[src/hw/rtl/dsf3_pkg.sv]
// ----------------------------------------------------------------------------
// dsf3_pkg
// Shared constants, codes and controller/datapath interface types for the
// 3D spring follower.
// ----------------------------------------------------------------------------
package dsf3_pkg;

  localparam int FRAC_BITS = 16;
  localparam int DT_BITS   = 16;
  localparam int DIV_STEPS = 64;
  localparam int SQRT_STEPS = 32;

  localparam logic [30:0] RESET_DAMPING_K    = 31'd2293760;
  localparam logic [30:0] RESET_DAMPING_RATE = 31'd65536;
  localparam logic [30:0] RESET_MAX_SPEED    = 31'd655360;

  localparam logic [1:0] REG_DAMPING_K    = 2'd0;
  localparam logic [1:0] REG_DAMPING_RATE = 2'd1;
  localparam logic [1:0] REG_MAX_SPEED    = 2'd2;

  localparam logic [1:0] AXIS_LAST = 2'd2;

  typedef enum logic [4:0] {
    OP_IDLE, OP_CAPTURE, OP_SNAP, OP_T_DIV, OP_T_SAVE, OP_SK_MUL, OP_SK_SAVE,
    OP_V1, OP_V2, OP_V3, OP_V4, OP_V5, OP_L_MUL, OP_L_ACC, OP_LIM_MUL,
    OP_LIM_CMP, OP_SQRT, OP_LEN_SAVE, OP_C_MUL, OP_C_DIV, OP_C_WR,
    OP_P_MUL, OP_P_ADD, OP_OUT
  } op_t;

  typedef enum logic [4:0] {
    ST_IDLE, ST_SNAP, ST_T_DIV, ST_T_WAIT, ST_T_SAVE, ST_SK_MUL, ST_SK_SAVE,
    ST_V1, ST_V2, ST_V3, ST_V4, ST_V5, ST_L_MUL, ST_L_ACC, ST_LIM_MUL,
    ST_LIM_CMP, ST_SQRT, ST_SQRT_WAIT, ST_LEN_SAVE, ST_C_MUL, ST_C_DIV,
    ST_C_WAIT, ST_C_WR, ST_P_MUL, ST_P_ADD, ST_OUT
  } state_t;

  typedef struct packed {
    op_t        op;
    logic       foll;
    logic [1:0] axis;
  } cmd_t;

  typedef struct packed {
    logic div_done;
    logic sqrt_done;
    logic over;
    logic out_busy;
  } status_t;

endpackage

[src/hw/rtl/dsf3_ctrl.sv]
// ----------------------------------------------------------------------------
// dsf3_ctrl
// Sequencer for one step: spring gain, per-axis velocity update, speed
// limit with rescale, point update and output hand-off (or a snap).
// ----------------------------------------------------------------------------
module dsf3_ctrl (
  input  logic               clk,
  input  logic               rst,
  input  logic               in_valid,
  output logic               in_ready,
  input  logic               action,
  input  dsf3_pkg::status_t  status,
  output dsf3_pkg::cmd_t     cmd
);

  dsf3_pkg::state_t state, state_next;
  logic       foll, foll_next;
  logic [1:0] axis, axis_next;
  logic       last_axis;

  assign last_axis = (axis == dsf3_pkg::AXIS_LAST);

  always_ff @(posedge clk) begin
    if (rst) begin
      state <= dsf3_pkg::ST_IDLE;
      foll  <= 1'b0;
      axis  <= '0;
    end else begin
      state <= state_next;
      foll  <= foll_next;
      axis  <= axis_next;
    end
  end

  always_comb begin
    state_next = state;
    foll_next  = foll;
    axis_next  = axis;
    in_ready   = 1'b0;
    cmd.op     = dsf3_pkg::OP_IDLE;
    cmd.foll   = foll;
    cmd.axis   = axis;
    unique case (state)
      dsf3_pkg::ST_IDLE: begin
        in_ready = ~rst;
        if (in_valid && !rst) begin
          cmd.op     = dsf3_pkg::OP_CAPTURE;
          foll_next  = 1'b0;
          axis_next  = '0;
          state_next = action ? dsf3_pkg::ST_SNAP : dsf3_pkg::ST_T_DIV;
        end
      end
      dsf3_pkg::ST_SNAP: begin
        cmd.op     = dsf3_pkg::OP_SNAP;
        state_next = dsf3_pkg::ST_OUT;
      end
      dsf3_pkg::ST_T_DIV: begin
        cmd.op     = dsf3_pkg::OP_T_DIV;
        state_next = dsf3_pkg::ST_T_WAIT;
      end
      dsf3_pkg::ST_T_WAIT: begin
        if (status.div_done) state_next = dsf3_pkg::ST_T_SAVE;
      end
      dsf3_pkg::ST_T_SAVE: begin
        cmd.op     = dsf3_pkg::OP_T_SAVE;
        state_next = dsf3_pkg::ST_SK_MUL;
      end
      dsf3_pkg::ST_SK_MUL: begin
        cmd.op     = dsf3_pkg::OP_SK_MUL;
        state_next = dsf3_pkg::ST_SK_SAVE;
      end
      dsf3_pkg::ST_SK_SAVE: begin
        cmd.op     = dsf3_pkg::OP_SK_SAVE;
        state_next = dsf3_pkg::ST_V1;
      end
      dsf3_pkg::ST_V1: begin
        cmd.op     = dsf3_pkg::OP_V1;
        state_next = dsf3_pkg::ST_V2;
      end
      dsf3_pkg::ST_V2: begin
        cmd.op     = dsf3_pkg::OP_V2;
        state_next = dsf3_pkg::ST_V3;
      end
      dsf3_pkg::ST_V3: begin
        cmd.op     = dsf3_pkg::OP_V3;
        state_next = dsf3_pkg::ST_V4;
      end
      dsf3_pkg::ST_V4: begin
        cmd.op     = dsf3_pkg::OP_V4;
        state_next = dsf3_pkg::ST_V5;
      end
      dsf3_pkg::ST_V5: begin
        cmd.op = dsf3_pkg::OP_V5;
        if (last_axis) begin
          axis_next  = '0;
          state_next = dsf3_pkg::ST_L_MUL;
        end else begin
          axis_next  = axis + 2'd1;
          state_next = dsf3_pkg::ST_V1;
        end
      end
      dsf3_pkg::ST_L_MUL: begin
        cmd.op     = dsf3_pkg::OP_L_MUL;
        state_next = dsf3_pkg::ST_L_ACC;
      end
      dsf3_pkg::ST_L_ACC: begin
        cmd.op = dsf3_pkg::OP_L_ACC;
        if (last_axis) begin
          axis_next  = '0;
          state_next = dsf3_pkg::ST_LIM_MUL;
        end else begin
          axis_next  = axis + 2'd1;
          state_next = dsf3_pkg::ST_L_MUL;
        end
      end
      dsf3_pkg::ST_LIM_MUL: begin
        cmd.op     = dsf3_pkg::OP_LIM_MUL;
        state_next = dsf3_pkg::ST_LIM_CMP;
      end
      dsf3_pkg::ST_LIM_CMP: begin
        cmd.op     = dsf3_pkg::OP_LIM_CMP;
        state_next = status.over ? dsf3_pkg::ST_SQRT : dsf3_pkg::ST_P_MUL;
      end
      dsf3_pkg::ST_SQRT: begin
        cmd.op     = dsf3_pkg::OP_SQRT;
        state_next = dsf3_pkg::ST_SQRT_WAIT;
      end
      dsf3_pkg::ST_SQRT_WAIT: begin
        if (status.sqrt_done) state_next = dsf3_pkg::ST_LEN_SAVE;
      end
      dsf3_pkg::ST_LEN_SAVE: begin
        cmd.op     = dsf3_pkg::OP_LEN_SAVE;
        state_next = dsf3_pkg::ST_C_MUL;
      end
      dsf3_pkg::ST_C_MUL: begin
        cmd.op     = dsf3_pkg::OP_C_MUL;
        state_next = dsf3_pkg::ST_C_DIV;
      end
      dsf3_pkg::ST_C_DIV: begin
        cmd.op     = dsf3_pkg::OP_C_DIV;
        state_next = dsf3_pkg::ST_C_WAIT;
      end
      dsf3_pkg::ST_C_WAIT: begin
        if (status.div_done) state_next = dsf3_pkg::ST_C_WR;
      end
      dsf3_pkg::ST_C_WR: begin
        cmd.op = dsf3_pkg::OP_C_WR;
        if (last_axis) begin
          axis_next  = '0;
          state_next = dsf3_pkg::ST_P_MUL;
        end else begin
          axis_next  = axis + 2'd1;
          state_next = dsf3_pkg::ST_C_MUL;
        end
      end
      dsf3_pkg::ST_P_MUL: begin
        cmd.op     = dsf3_pkg::OP_P_MUL;
        state_next = dsf3_pkg::ST_P_ADD;
      end
      dsf3_pkg::ST_P_ADD: begin
        cmd.op = dsf3_pkg::OP_P_ADD;
        if (last_axis) begin
          axis_next = '0;
          if (foll) begin
            state_next = dsf3_pkg::ST_OUT;
          end else begin
            foll_next  = 1'b1;
            state_next = dsf3_pkg::ST_V1;
          end
        end else begin
          axis_next  = axis + 2'd1;
          state_next = dsf3_pkg::ST_P_MUL;
        end
      end
      dsf3_pkg::ST_OUT: begin
        if (!status.out_busy) begin
          cmd.op     = dsf3_pkg::OP_OUT;
          state_next = dsf3_pkg::ST_IDLE;
        end
      end
      default: state_next = dsf3_pkg::ST_IDLE;
    endcase
  end

endmodule

[config.mk]
export PLATFORM = sky130hd
export DESIGN_NAME = dsf3_ctrl
export DESIGN_NICKNAME = d
export VERILOG_FILES = /design/src/hw/rtl/dsf3_pkg.sv /design/src/hw/rtl/dsf3_ctrl.sv
export SDC_FILE = /design/constraint.sdc
export NUM_CORES = 1
export LEC_CHECK = 0
export CAP_MARGIN = 30
export CORE_MARGIN = 10
export CORE_UTILIZATION = 59
export DETAILED_ROUTE_END_ITERATION = 7
export DONT_BUFFER_PORTS = 1
export PLACE_DENSITY = 0.71
export REMOVE_ABC_BUFFERS = 1
export SYNTH_ARGS = -nofsm -noshare
export SYNTH_HDL_FRONTEND = slang
export SYNTH_SLANG_ARGS = --single-unit
[constraint.sdc]
create_clock -name clk -period 2.2 [get_ports clk]
set_clock_uncertainty 0.1 [all_clocks]
set_input_delay 0.44 -clock clk [delete_from_list [all_inputs] [get_ports clk]]
set_output_delay 0.44 -clock clk [all_outputs]
set_load 0.01 [all_outputs]
Word-level counts from Yosys, hierarchy flattened
Index checks and enable logic that the tools add are counted.
Word-level totals
  bits in writable memories: 0
  bits in latches: 0
  memories kept: 0
  memory bits (read-only): 0
  bits in registers: 8
  output and inout bits: 9
Operators by class
  reductions and logical operators: 9
  muxes and demuxes: 23
  magnitude comparators: 0
  divide/modulo/power cells: 0
  multipliers: 0
  shift-type cells: 0
  add/subtract/negate cells: 1
  equality and inequality tests: 32
  bitwise logic cells: 1
Operators with widths (count)
  one-hot mux 5 bit (26 select lines): 1
  one-hot mux 5 bit (23 select lines): 1
  equality test 5 bit, second input constant: 10
  equality test 5 x 4 -> 1 bit, second input constant: 8
  2-to-1 mux 5 bit: 8
  equality test 5 x 3 -> 1 bit, second input constant: 4
  inequality test 2 bit, second input constant: 6
  equality test 5 x 2 -> 1 bit, second input constant: 2
  2-to-1 mux 2 bit: 4
  2-to-1 mux 3 bit: 2
  equality test 5 x 1 -> 1 bit, second input constant: 1
  logical NOT 5 bit: 1
  AND reduction 5 bit: 1
  2-to-1 mux 1 bit: 4
  2-to-1 mux 4 bit: 1
  one-hot mux 2 bit (2 select lines): 1
  nonzero test 2 bit: 2
  OR reduction 4 bit: 1
  AND reduction 3 bit: 1
  adder 2 x 1 -> 2 bit, second input constant: 1
  equality test 2 bit, second input constant: 1
  one-hot mux 1 bit (2 select lines): 1
  AND reduction 2 bit: 1
  logical AND 1 bit: 1
  other kinds (2): 2

Logic depth before layout (Yosys ltp)
Gate-level depths: netlist of the first run.
  depth after elaboration: 4
  gate-level depth with buffers: 7
  gate-level depth less buffers: 5

Least setup slack after synthesis of the first run
OpenSTA, ideal clock, no wires.
  kind: reg2out
  start point: reg state[1]
  end point: out cmd[4] (netlist bit)
  stages on the path, launching flop included: 7
  path slack: 336 ps
  arrival: 1324 ps
  cell sequence: dfxtp_1 buf_4 buf_2 inv_1 o31ai_1 a32oi_1 o221ai_1
RTL lines
  start, declared: RTL line dsf3_ctrl.sv:16  | dsf3_pkg::state_t state, state_next;
  start signal, assigned: RTL line dsf3_ctrl.sv:25  | state <= dsf3_pkg::ST_IDLE;
  start signal, assigned: RTL line dsf3_ctrl.sv:29  | state <= state_next;
  end, declared: RTL line dsf3_ctrl.sv:13  | output dsf3_pkg::cmd_t cmd

==> results of run 1 <==
-- kinds of logic (layout without fill, tap and decap cells) --
| family | count (synthesis) | after routing | synth area share |
|---|---|---|---|
| AO/OA/AOI/OAI | 51 | 51 | 0.349 |
| XOR/XNOR | 2 | 2 | 0.0186 |
| buffers and inverters | 18 | 18 | 0.0956 |
| flip-flops | 8 | 8 | 0.170 |
| multiplexers | 1 | 1 | 0.0106 |
| AND/OR/NAND/NOR | 60 | 60 | 0.356 |
-- final cells by class --
cell class	count	area share
Clock buffer	3	0.0223
Inverter	4	0.0149
Multi-Input combinational cell	114	0.700
Tap cell	16	0.0199
Sequential cell	8	0.161
Timing Repair Buffer	11	0.0819
-- per-stage QoR --
step / utilization / power [uW] / instance area (um^2)
finish: 0.669 / 1460 / 1010
global route: 0.669 / 1580 / 1010
CTS: 0.662 / 1420 / 997
detailed placement: 0.644 / 1290 / 970
global placement: 0.644 / 1270 / 970
floorplan: - / 958 / 867
-- flip-flops by register name, summed over array words and instances, names as in the netlist --
signal,cells
state,5
axis,2
foll,1
-- power groups by stage --
| stage | Sequential (uW) | Combinational (uW) | Clock (uW) |
|---|---|---|---|
| final | 280 | 1060 | 118 |
| after global routing | 291 | 1160 | 126 |
| after CTS | 273 | 1030 | 117 |
| after detailed placement | 276 | 1010 | 0 |
| after global placement | 273 | 1000 | 0 |
| after floorplan | 365 | 593 | 0 |
-- metal layers --
metal  vias to the layer above  wire length (um)
li1                        517                 -
met1                       478              1110
met2                        70              1170
met3                         9               343
met4                         0                59
met5                         -                 0
-- cell usage after synthesis, types with 2 or more instances --
master    count  area [um^2]
a21oi_1      13         65.1
a22o_1        2         17.5
a31oi_1       7         43.8
buf_2         9         45.0
buf_4         3         22.5
clkbuf_1      2         7.51
dfxtp_1       8          160
inv_1         4         15.0
nand2_1      10         37.5
nand2b_1      6         37.5
nand3_1       8         40.0
nand3b_1      2         15.0
nand4_1       2         12.5
nor2_1        8         30.0
nor2b_1       5         31.3
nor3_1        4         20.0
nor3b_1       4         30.0
nor4_1        2         12.5
o21ai_0      15         75.1
o31ai_1       3         22.5
xor2_1        2         17.5
-- path summary, 6_finish.rpt --
check             slack [ps]  cells past startpoint       end
setup / recovery          60                      5    cmd[3]
hold / removal           140                      1  state[2]
setup reg to reg         230                      5  state[2]
hold reg to reg          480                      2   axis[1]
-- timing repair --
item                                    CTS  global route
gates resized for setup                   1             4
endpoints found under the setup margin    1             3
hold buffers                              0             0
pin swaps                                 0             0
-- placed cells by master (no fill, tap or decap), types with 3 or more instances in the layout --
| cell type | netlist | routed |
|---|---|---|
| o21ai_0 | 15 | 15 |
| dfxtp_1 | 8 | 6 |
| nor3_1 | 4 | 3 |
| a21oi_1 | 13 | 13 |
| nand2b_1 | 6 | 6 |
| nand2_1 | 10 | 10 |
| buf_4 | 3 | 11 |
| inv_1 | 4 | 4 |
| a31oi_1 | 7 | 7 |
| nor2_1 | 8 | 7 |
| nor3b_1 | 4 | 4 |
| nor2b_1 | 5 | 5 |
| clkbuf_4 | 0 | 3 |
| nand3_1 | 8 | 8 |
| o31ai_1 | 3 | 3 |
==> summary.md, run 1 <==
| Metric | Value |
|---|---|
| Run status | `finished, final reports clean` |
| Post-placement cell count | `153` |
| Critical path's slowest cell | `dfxtp_1` |
| Die Y-Extent | `60.0 um` |
| Setup crit end kind | `output port` |
| GRT met3 Usage | `0.0487` |
| Fin nets | `150` |
| Synth warn | `0` |
| IO buf count | `0` |
| Most crowded layer after global routing | `met2` |
| Global route overflow | `0` |
| Setup violators final | `0` |
| CTS Buf Count | `3` |
| DR pass1 iterations | `4` |
| Power per cell area | `1440 mW/mm^2` |
| Final worst-path cycle share | `0.974` |
| DR WL/cell | `17.2 um` |
| WL final | `2680 um` |
| Total GRT Usage | `0.150` |
| Post-synthesis cell area | `942 um^2` |
| Post-DR vias/cell | `about 7` |
| Worst Slack Setup Final | `56.2 ps` |
| Worst endpoint data arrival time | `approximately 1600 ps` |
| Post-synth EDFFs | `0` |
| Internal power consumption | `between 600 and 700 uW` |
| Layout cell share with drive strength beyond 1 | `0.171` |
| Largest net degree at the start of global routing | `17` |
| Logic pwr share | `0.727` |
| CTS H-Tree Depth | `1` |
| Initial drt markers | `51` |
| Switch Pwr | `771 uW` |
| Die ar. | `approximately 0.0036 mm^2` |
| Clock Power Share | `0.081` |
| Maximum VDD drop | `0.910 mV` |
| Crit path max-delay family | `flip-flops` |
| Clk_lat worst skew | `260 ps` |
| Netlist cell types | `42` |
| Fin. max-slew vios | `0` |
| Site row count | `14` |
| Clk slew on worst S/H paths | `60 ps` |
| Slowest cell delay on critical path | `580 ps` |
| Sequential-to-total area share from yosys stat | `0.170` |
| GR Util met2 | `0.221` |
| Multi-input gate area | `706 um^2` |
| Reg2reg start | `state[3]` |
| Bufs on Longest Clock Path | `2` |
| # IOs | `17` |
| Hold WS | `around 140 ps` |
| Min-delay src | `rst` |
| Max_cap viols | `0` |
| RD Place Congestion | `around 0.95` |
| CP startpoint | `state[3]` |
| Crit path launch type | `flop` |
| Finished Layout Cells | `between 150 and 200` |
| Routed vias | `1074` |
| Post-route setup TNS | `0 ps` |
| Initial Util | `0.625` |
| Crit path cell chain | `buf_4 -> o21ai_0 -> nand2_1 -> nand2_1 -> a22o_1` |
| CP required | `1660 ps` |
| Sw frac | `0.529` |
| Postcts setup bufs | `0` |
| Sink Count | `8` |
| # fillers | `about 140` |
| P_leak | `about 0.00036 uW` |
| CTS tree | `built` |
| Hold Path Class | `in -> reg` |
| Post-DP HPWL | `1960 um` |
| Synth Area per Inst | `6.73 um^2` |
| FMAX | `466 MHz` |
| Global-route wire length before repair | `4330 um` |
| Flop pwr share | `0.192` |
| DRC viols | `0` |
| P&R area growth vs syn | `7.04%` |
| Setup Crit Path Kind | `reg -> out` |
| CP Buf/Inv Count | `1` |
| Remaining antenna violation count | `0` |
| Cell mode on critical path | `nand2_1` |
| Horiz. Die Dim | `60.0 um` |
| #FFs+latches synth | `8` |
| Worst slew margin | `0.571` |
| Place WS | `255 ps` |
| Final Hold Fails | `0` |
| Area occupied by registers | `163 um^2` |
| Grt met1 use | `0.195` |
| Root Buffer | `clkbuf_4` |
| Synth Flop Type | `dfxtp_1` |
| Cells after Synth | `140` |
| RSZ-0062 raised after global routing | `no` |
| Core Region | `approximately 0.0015 mm^2` |
| Synth async-reset ratio | `0` |
| Vias in the first global route | `930` |
| Crit-path max FO | `11` |
| Number of diodes | `0` |
| Fin crit period | `2140 ps` |
| Initial antenna violation count | `0` |
| Worst slew pin tran | `~640 ps` |
Power figures use the tool's default switching activity.
==> run 2: changes to the inputs <==
--- a/config.mk
+++ b/config.mk
@@ -5,9 +5,11 @@
 export SDC_FILE = /design/constraint.sdc
 export NUM_CORES = 1
 export LEC_CHECK = 0
+export ABC_AREA = 1
 export CAP_MARGIN = 30
 export CORE_MARGIN = 10
 export CORE_UTILIZATION = 59
+export CTS_BUF_LIST = sky130_fd_sc_hd__clkbuf_4 sky130_fd_sc_hd__clkbuf_8 sky130_fd_sc_hd__clkbuf_16
 export DETAILED_ROUTE_END_ITERATION = 7
 export DONT_BUFFER_PORTS = 1
 export PLACE_DENSITY = 0.71
==> run 2 against run 1 <==
  * Combinational power shrank 35%
  * Synthesized area is 5.3% higher
  * Power decreased by 27%
  * Count of clock-buffer cells in the layout is the same
  * Critical path type unchanged
  * Highest routed layer unchanged
  * Via count increased by 20%
  * Clock power about the same
  * Global-route usage grew 2.0 points
==> summary.md, run 2 <==
| Metric | Value |
|---|---|
| Total GRT Usage | `0.171 (+0.0202)` |
| Most frequent cells in the layout | `53 x nand2_1, 27 x nor2_1, 26 x nand3_1, 20 x inv_1, 10 x a21oi_1` |
| Synth Area per Inst | `5.31 um^2 (-21%)` |
| DR pass1 iterations | `5 (+1)` |
| Critical path's slowest cell | `dfxtp_2` |
| # IOs | `17 (unchanged)` |
| Hold WS | `142 ps (+3.79 ps)` |
| Sequential-to-total area share from yosys stat | `0.161 (-0.00857)` |
| Most common cell in the synthesized netlist | `nand2_1` |
| Initial antenna violation count | `0 (unchanged)` |
| Clk slew on worst S/H paths | `60 ps (about the same)` |
| Final Hold Fails | `0 (unchanged)` |
| Setup violators final | `0 (unchanged)` |
| Die Y-Extent | `61.0 um (+1.8%)` |
| Worst slew pin tran | `334 ps (-307 ps)` |
| Core Region | `0.00154 mm^2 (+2.3%)` |
| Cell taking the most area after synthesis | `nand2_1` |
| Most common cell after layout, fill and taps aside | `nand2_1` |
| CP required | `1660 ps (about the same)` |
| Maximum VDD drop | `0.739 mV (-19%)` |
| CP Buf/Inv Count | `1 (unchanged)` |
| Most area-consuming cells after synthesis | `nand2_1 20%, dfxtp_1 16%, nand3_1 13%` |
| Synth Flop Type | `dfxtp_1` |
| WL final | `3160 um (+18%)` |
| Cells after Synth | `187 (+34%)` |
| Setup crit end kind | `output port` |
| Clk_lat worst skew | `260 ps (about the same)` |
| Crit-path max FO | `8 (-3)` |
| Post-DR vias/cell | `6.33 (-8.1%)` |
| Synth top area share | `0.201 (+0.0305)` |
| Slowest cell delay on critical path | `450 ps (-130 ps)` |
| IO buf count | `0 (unchanged)` |
| Setup Crit Path Kind | `reg -> out` |
| Initial drt markers | `109 (+110%)` |
| Run status | `finished, final reports clean` |
| Quantity of hold-fixing buffers added after cts | `0 (unchanged)` |
| Post-synth EDFFs | `0 (unchanged)` |
| FMAX | `475 MHz (+1.8%)` |
| Biggest regs | `state (5), axis (2), foll (1)` |
| Worst endpoint data arrival time | `1570 ps (-30 ps)` |
| RSZ-0062 raised after global routing | `no` |
| Post-synthesis cell area | `992 um^2 (+5.3%)` |
| GRT met3 Usage | `0.0535 (+0.00477)` |
| # fillers | `161 (+18%)` |
| Most flops, register | `state` |
| Number of diodes | `0 (unchanged)` |
| Root Buffer | `clkbuf_4` |
| Sink Count | `8 (unchanged)` |
| Layout cell share with drive strength beyond 1 | `0.150 (-0.0217)` |
| Die ar. | `0.00372 mm^2 (+3.5%)` |
| Crit path cell chain | `inv_2 -> nor2_2 -> nand3_1 -> nand2_1 -> a31oi_1 -> nand4_1` |
| Crit path launch type | `flop` |
| Power per cell area | `1020 mW/mm^2 (-30%)` |
| Max_cap viols | `0 (unchanged)` |
| Horiz. Die Dim | `61.0 um (+1.8%)` |
| Bufs on Longest Clock Path | `2 (unchanged)` |
| Crit path max-delay family | `simple AND/OR/NAND/NOR gates` |
| Grt met1 use | `0.215 (+0.0201)` |
| Hold Path Class | `in -> reg` |
| Area after DPL | `995 um^2 (+2.6%)` |
| Post-route setup TNS | `0 ps (unchanged)` |
| Largest register FFs | `5 (unchanged)` |
| Post-DP HPWL | `2470 um (+26%)` |
| DR WL/cell | `15.6 um (-9.4%)` |
| Fin. max-slew vios | `0 (unchanged)` |
| Routed vias | `1285 (+20%)` |
| Site row count | `14 (unchanged)` |
| P_leak | `0.000569 uW (+57%)` |
| Synth warn | `0 (unchanged)` |
| Final Util | `0.677 (+0.00751)` |
| Final instance area | `0.00104 mm^2 (+3.5%)` |
| DRC viols | `0 (unchanged)` |
| CTS tree | `built` |
| Vias in the first global route | `1165 (+25%)` |
| #FFs+latches synth | `8 (unchanged)` |
| Worst slew margin | `0.776 (+0.205)` |
| Synth async-reset ratio | `0 (unchanged)` |
| GR Util met2 | `0.268 (+0.0472)` |
| Final worst-path cycle share | `0.957 (-0.0170)` |
| P&R area growth vs syn | `5.17%` |
| Fin crit period | `2110 ps (-37.5 ps)` |
| RD Place Congestion | `1.10 (+15%)` |
| CTS Buf Count | `3 (unchanged)` |
| Global route overflow | `0 (unchanged)` |
| Most crowded layer after global routing | `met2` |
| Netlist cell types | `27 (-36%)` |
| Remaining antenna violation count | `0 (unchanged)` |
| Fin nets | `197 (+31%)` |
| Global-route wire length before repair | `5150 um (+19%)` |
| CTS H-Tree Depth | `1 (unchanged)` |
| Initial Util | `0.644 (+0.0183)` |
| Post-synth top cells | `53 x nand2_1, 27 x nor2_1, 26 x nand3_1, 21 x inv_1, 10 x a21oi_1` |
| Largest net degree at the start of global routing | `18 (+1)` |
-- run 2: final timing paths --
kind | from | end | slack, ps | depth (start not counted)
setup reg to reg | state[4] | state[4] | 510 | 8
setup / recovery | state[0] | cmd[4] | 90 | 6
hold / removal | rst | state[0] | 140 | 1
hold reg to reg | state[2] | state[2] | 430 | 2
-- run 2: power breakdown --
part	switching [uW]	total (uW)	internal, uW
Combinational	469	685	216
Clock	53.5	116	62.7
Sequential	74.1	260	186
Total	597	1060	465
-- run 2: area by class of cell --
class	instances	area (um^2)	share of cell area
Multi-Input combinational cell	148	713	0.683
Tap cell	16	20.0	0.0192
Clock buffer	3	22.5	0.0216
Inverter	25	93.8	0.0899
Sequential cell	8	171	0.164
Timing Repair Buffer	3	22.5	0.0216
-- run 2: per-layer routing --
metal / wire [um] / share of wire
met2: 1450 / 0.46
met1: 1150 / 0.36
met3: 510 / 0.16
met4: 53 / 0.017
met5: 0 / 0
-- run 2: stage by stage --
| stage | std cells | power, uW | setup WS (ps) |
|---|---|---|---|
| finish | 203 | 1060 | 93.7 |
| global route | 203 | 1150 | 4.13 |
| CTS | 203 | 1010 | 27.8 |
| detailed placement | 200 | 892 | 225 |
| global placement | 200 | 887 | 246 |
| floorplan | 181 | 721 | 452 |
-- run 2: kinds of logic (layout without fill, tap and decap cells) --
family / after synthesis / count (layout) / synth area share
and+or+nand+nor: 127 / 127 / 0.575
buffers and inverters: 31 / 31 / 0.135
AOI/OAI and AO/OA: 21 / 21 / 0.129
DFF: 8 / 8 / 0.161
-- run 2: timing repair --
item / CTS / global route
resized for setup: 1 / 10
buffers inserted: 0 / 0
setup endpoints to repair: 3 / 4
pin swaps: 0 / 1
==> run 3: changes to the inputs <==
==> constraint.sdc (replaced) <==
create_clock -name clk -period 2 [get_ports clk]
set_clock_uncertainty 0.1 [all_clocks]
set_input_delay 0.4 -clock clk [delete_from_list [all_inputs] [get_ports clk]]
set_output_delay 0.4 -clock clk [all_outputs]
set_load 0.01 [all_outputs]
==> run 3 against run 2 <==
  * Cell count rose by 4.4%
  * Count of clock-buffer cells in the layout stayed put
  * Global-route usage rose by 0.33 points
  * Die area stayed put
  * Sequential power is 16% higher
  * Via count grew 8.5%
  * Sequential share of layout area decreased by 1.4 points
  * Largest cell class unchanged
  * Largest power group unchanged
  * Highest routed layer unchanged
==> summary.md, run 3 (synthesized netlist as in run 2, its figures left out) <==
| Metric | Value |
|---|---|
| Bufs on Longest Clock Path | `2 (unchanged)` |
| Final Hold Fails | `0 (unchanged)` |
| P_leak | `0.000616 uW (+8.3%)` |
| Post-DP HPWL | `2600 um (+5.5%)` |
| Maximum VDD drop | `0.878 mV (+19%)` |
| FMAX | `509 MHz` |
| WL final | `3540 um (+12%)` |
| Post-DR vias/cell | `6.58 (+3.9%)` |
| Number of diodes | `0 (unchanged)` |
| Root Buffer | `clkbuf_4` |
| CP required | `1500 ps (-160 ps)` |
| Layout cell share with drive strength beyond 1 | `0.250 (+0.100)` |
| Setup Crit Path Kind | `reg -> out` |
| Core Region | `0.00154 mm^2 (unchanged)` |
| Multi-input gate area | `759 um^2 (+6.5%)` |
| Crit-path max FO | `8 (unchanged)` |
| Setup violators final | `0 (unchanged)` |
| Worst Slack Setup Final | `34.7 ps (-58.9 ps)` |
| Critical path's slowest cell | `dfxtp_4` |
| DRC viols | `0 (unchanged)` |
| Final worst-path cycle share | `0.983` |
| Setup crit end kind | `output port` |
| Die Y-Extent | `61.0 um (unchanged)` |
| RD Place Congestion | `1.07 (-2.3%)` |
| IO buf count | `0 (unchanged)` |
| Biggest regs | `state (5), axis (2), foll (1)` |
| Crit path cell chain | `inv_2 -> nor2_2 -> nand3_1 -> nand2_1 -> a31oi_1 -> nand4_1` |
| CTS H-Tree Depth | `1 (unchanged)` |
| Fin crit period | `1970 ps` |
| Power per cell area | `1130 mW/mm^2 (+11%)` |
| Worst slew margin | `0.787 (+0.0103)` |
| Die ar. | `0.00372 mm^2 (unchanged)` |
| CTS tree | `built` |
| Largest register FFs | `5 (unchanged)` |
| Clk_lat worst skew | `250 ps (about the same)` |
| Total GRT Usage | `0.174 (+0.00330)` |
| Max_cap viols | `0 (unchanged)` |
| Clk slew on worst S/H paths | `60 ps (about the same)` |
| Worst slew pin tran | `319 ps (-15.3 ps)` |
| Most common cell after layout, fill and taps aside | `nand2_1` |
| # fillers | `125 (-22%)` |
| Routed vias | `1394 (+8.5%)` |
| Remaining antenna violation count | `0 (unchanged)` |
| Crit path launch type | `flop` |
| Horiz. Die Dim | `61.0 um (unchanged)` |
| # IOs | `17 (unchanged)` |
| Final instance area | `0.00116 mm^2 (+11%)` |
| P&R area growth vs syn | `16.6%` |
| Place WS | `60.8 ps (-164 ps)` |
| Global route overflow | `0 (unchanged)` |
| Site row count | `14 (unchanged)` |
| Slowest cell delay on critical path | `440 ps (about the same)` |
| Largest net degree at the start of global routing | `18 (unchanged)` |
| Initial Util | `0.644 (unchanged)` |
| Vias in the first global route | `1179 (+1.2%)` |
| Initial antenna violation count | `0 (unchanged)` |
| Area after DPL | `0.00102 mm^2 (+3.0%)` |
| Sink Count | `8 (unchanged)` |
| Area occupied by registers | `174 um^2 (+1.5%)` |
| Most flops, register | `state` |
| Fin. max-slew vios | `0 (unchanged)` |
| CTS Buf Count | `3 (unchanged)` |
| Most frequent cells in the layout | `50 x nand2_1, 25 x nor2_1, 23 x nand3_1, 18 x inv_1, 11 x buf_4` |
| Fin nets | `206 (+4.6%)` |
| Hold Path Class | `in -> reg` |
| Global-route wire length before repair | `5230 um (+1.6%)` |
| Quantity of hold-fixing buffers added after cts | `0 (unchanged)` |
| DR pass1 iterations | `5 (unchanged)` |
| DR WL/cell | `16.7 um (+7.1%)` |
| Worst endpoint data arrival time | `1470 ps (-100 ps)` |
| Initial drt markers | `135 (+24%)` |
| Run status | `finished, final reports clean` |
==> run 3: power by group <==
part	total (uW)	internal [uW]	leakage, uW	switching (uW)
sequential	302	206	0.0000680	95.2
combinational	886	296	0.000534	589
clock	124	68.7	0.0000138	54.9
==> run 3: repair_timing <==
item / CTS / global route
gates resized for setup: 8 / 20
pin swaps: 2 / 4
gates cloned: 0 / 1
hold endpoints to repair: 0 / 0
buffers inserted: 0 / 4
endpoints found under the setup margin: 4 / 4
==> run 3: cell type report <==
type / instances / share of cell area
multi-input combinational: 149 / 0.656
sequential: 8 / 0.150
inverter: 25 / 0.0854
timing repair buffer: 11 / 0.0714
clock buffer: 3 / 0.0195
tap: 16 / 0.0173
==> run 3: through the flow <==
step                total power, uW  cells  hold slack (ps)  TNS [ps]  utilization
floorplan                       793    181              369         0            -
global placement                987    204              372         0        0.665
detailed placement              999    204              373         0        0.665
CTS                            1150    207             94.4         0        0.691
global route                   1410    212              100      -150        0.751
finish                         1310    212             99.7         0        0.751
==> run 3: critical path, delay by kind of cell, from the launching register on <==
| kind | cells | cell delay [ps] |
|---|---|---|
| AO/OA/AOI/OAI | 1 | 50 |
| buffers and inverters | 1 | 90 |
| flip-flops | 1 | 440 |
| AND/OR/NAND/NOR | 4 | 620 |
==> run 3: final timing paths <==
check / startpoint / end / slack (ps) / depth (start not counted)
hold reg to reg: axis[1] / axis[1] / 440 / 2
hold / removal: rst / state[1] / 100 / 1
setup reg to reg: state[4] / state[4] / 270 / 9
setup / recovery: state[0] / cmd[4] / 30 / 6
==> run 3: metal layers <==
layer,GRT usage,share of wire,vias up
li1,-,-,630
met1,0.214,0.34,585
met2,0.277,0.45,149
met3,0.0514,0.16,30
met4,0.0690,0.051,0
met5,0,0,-
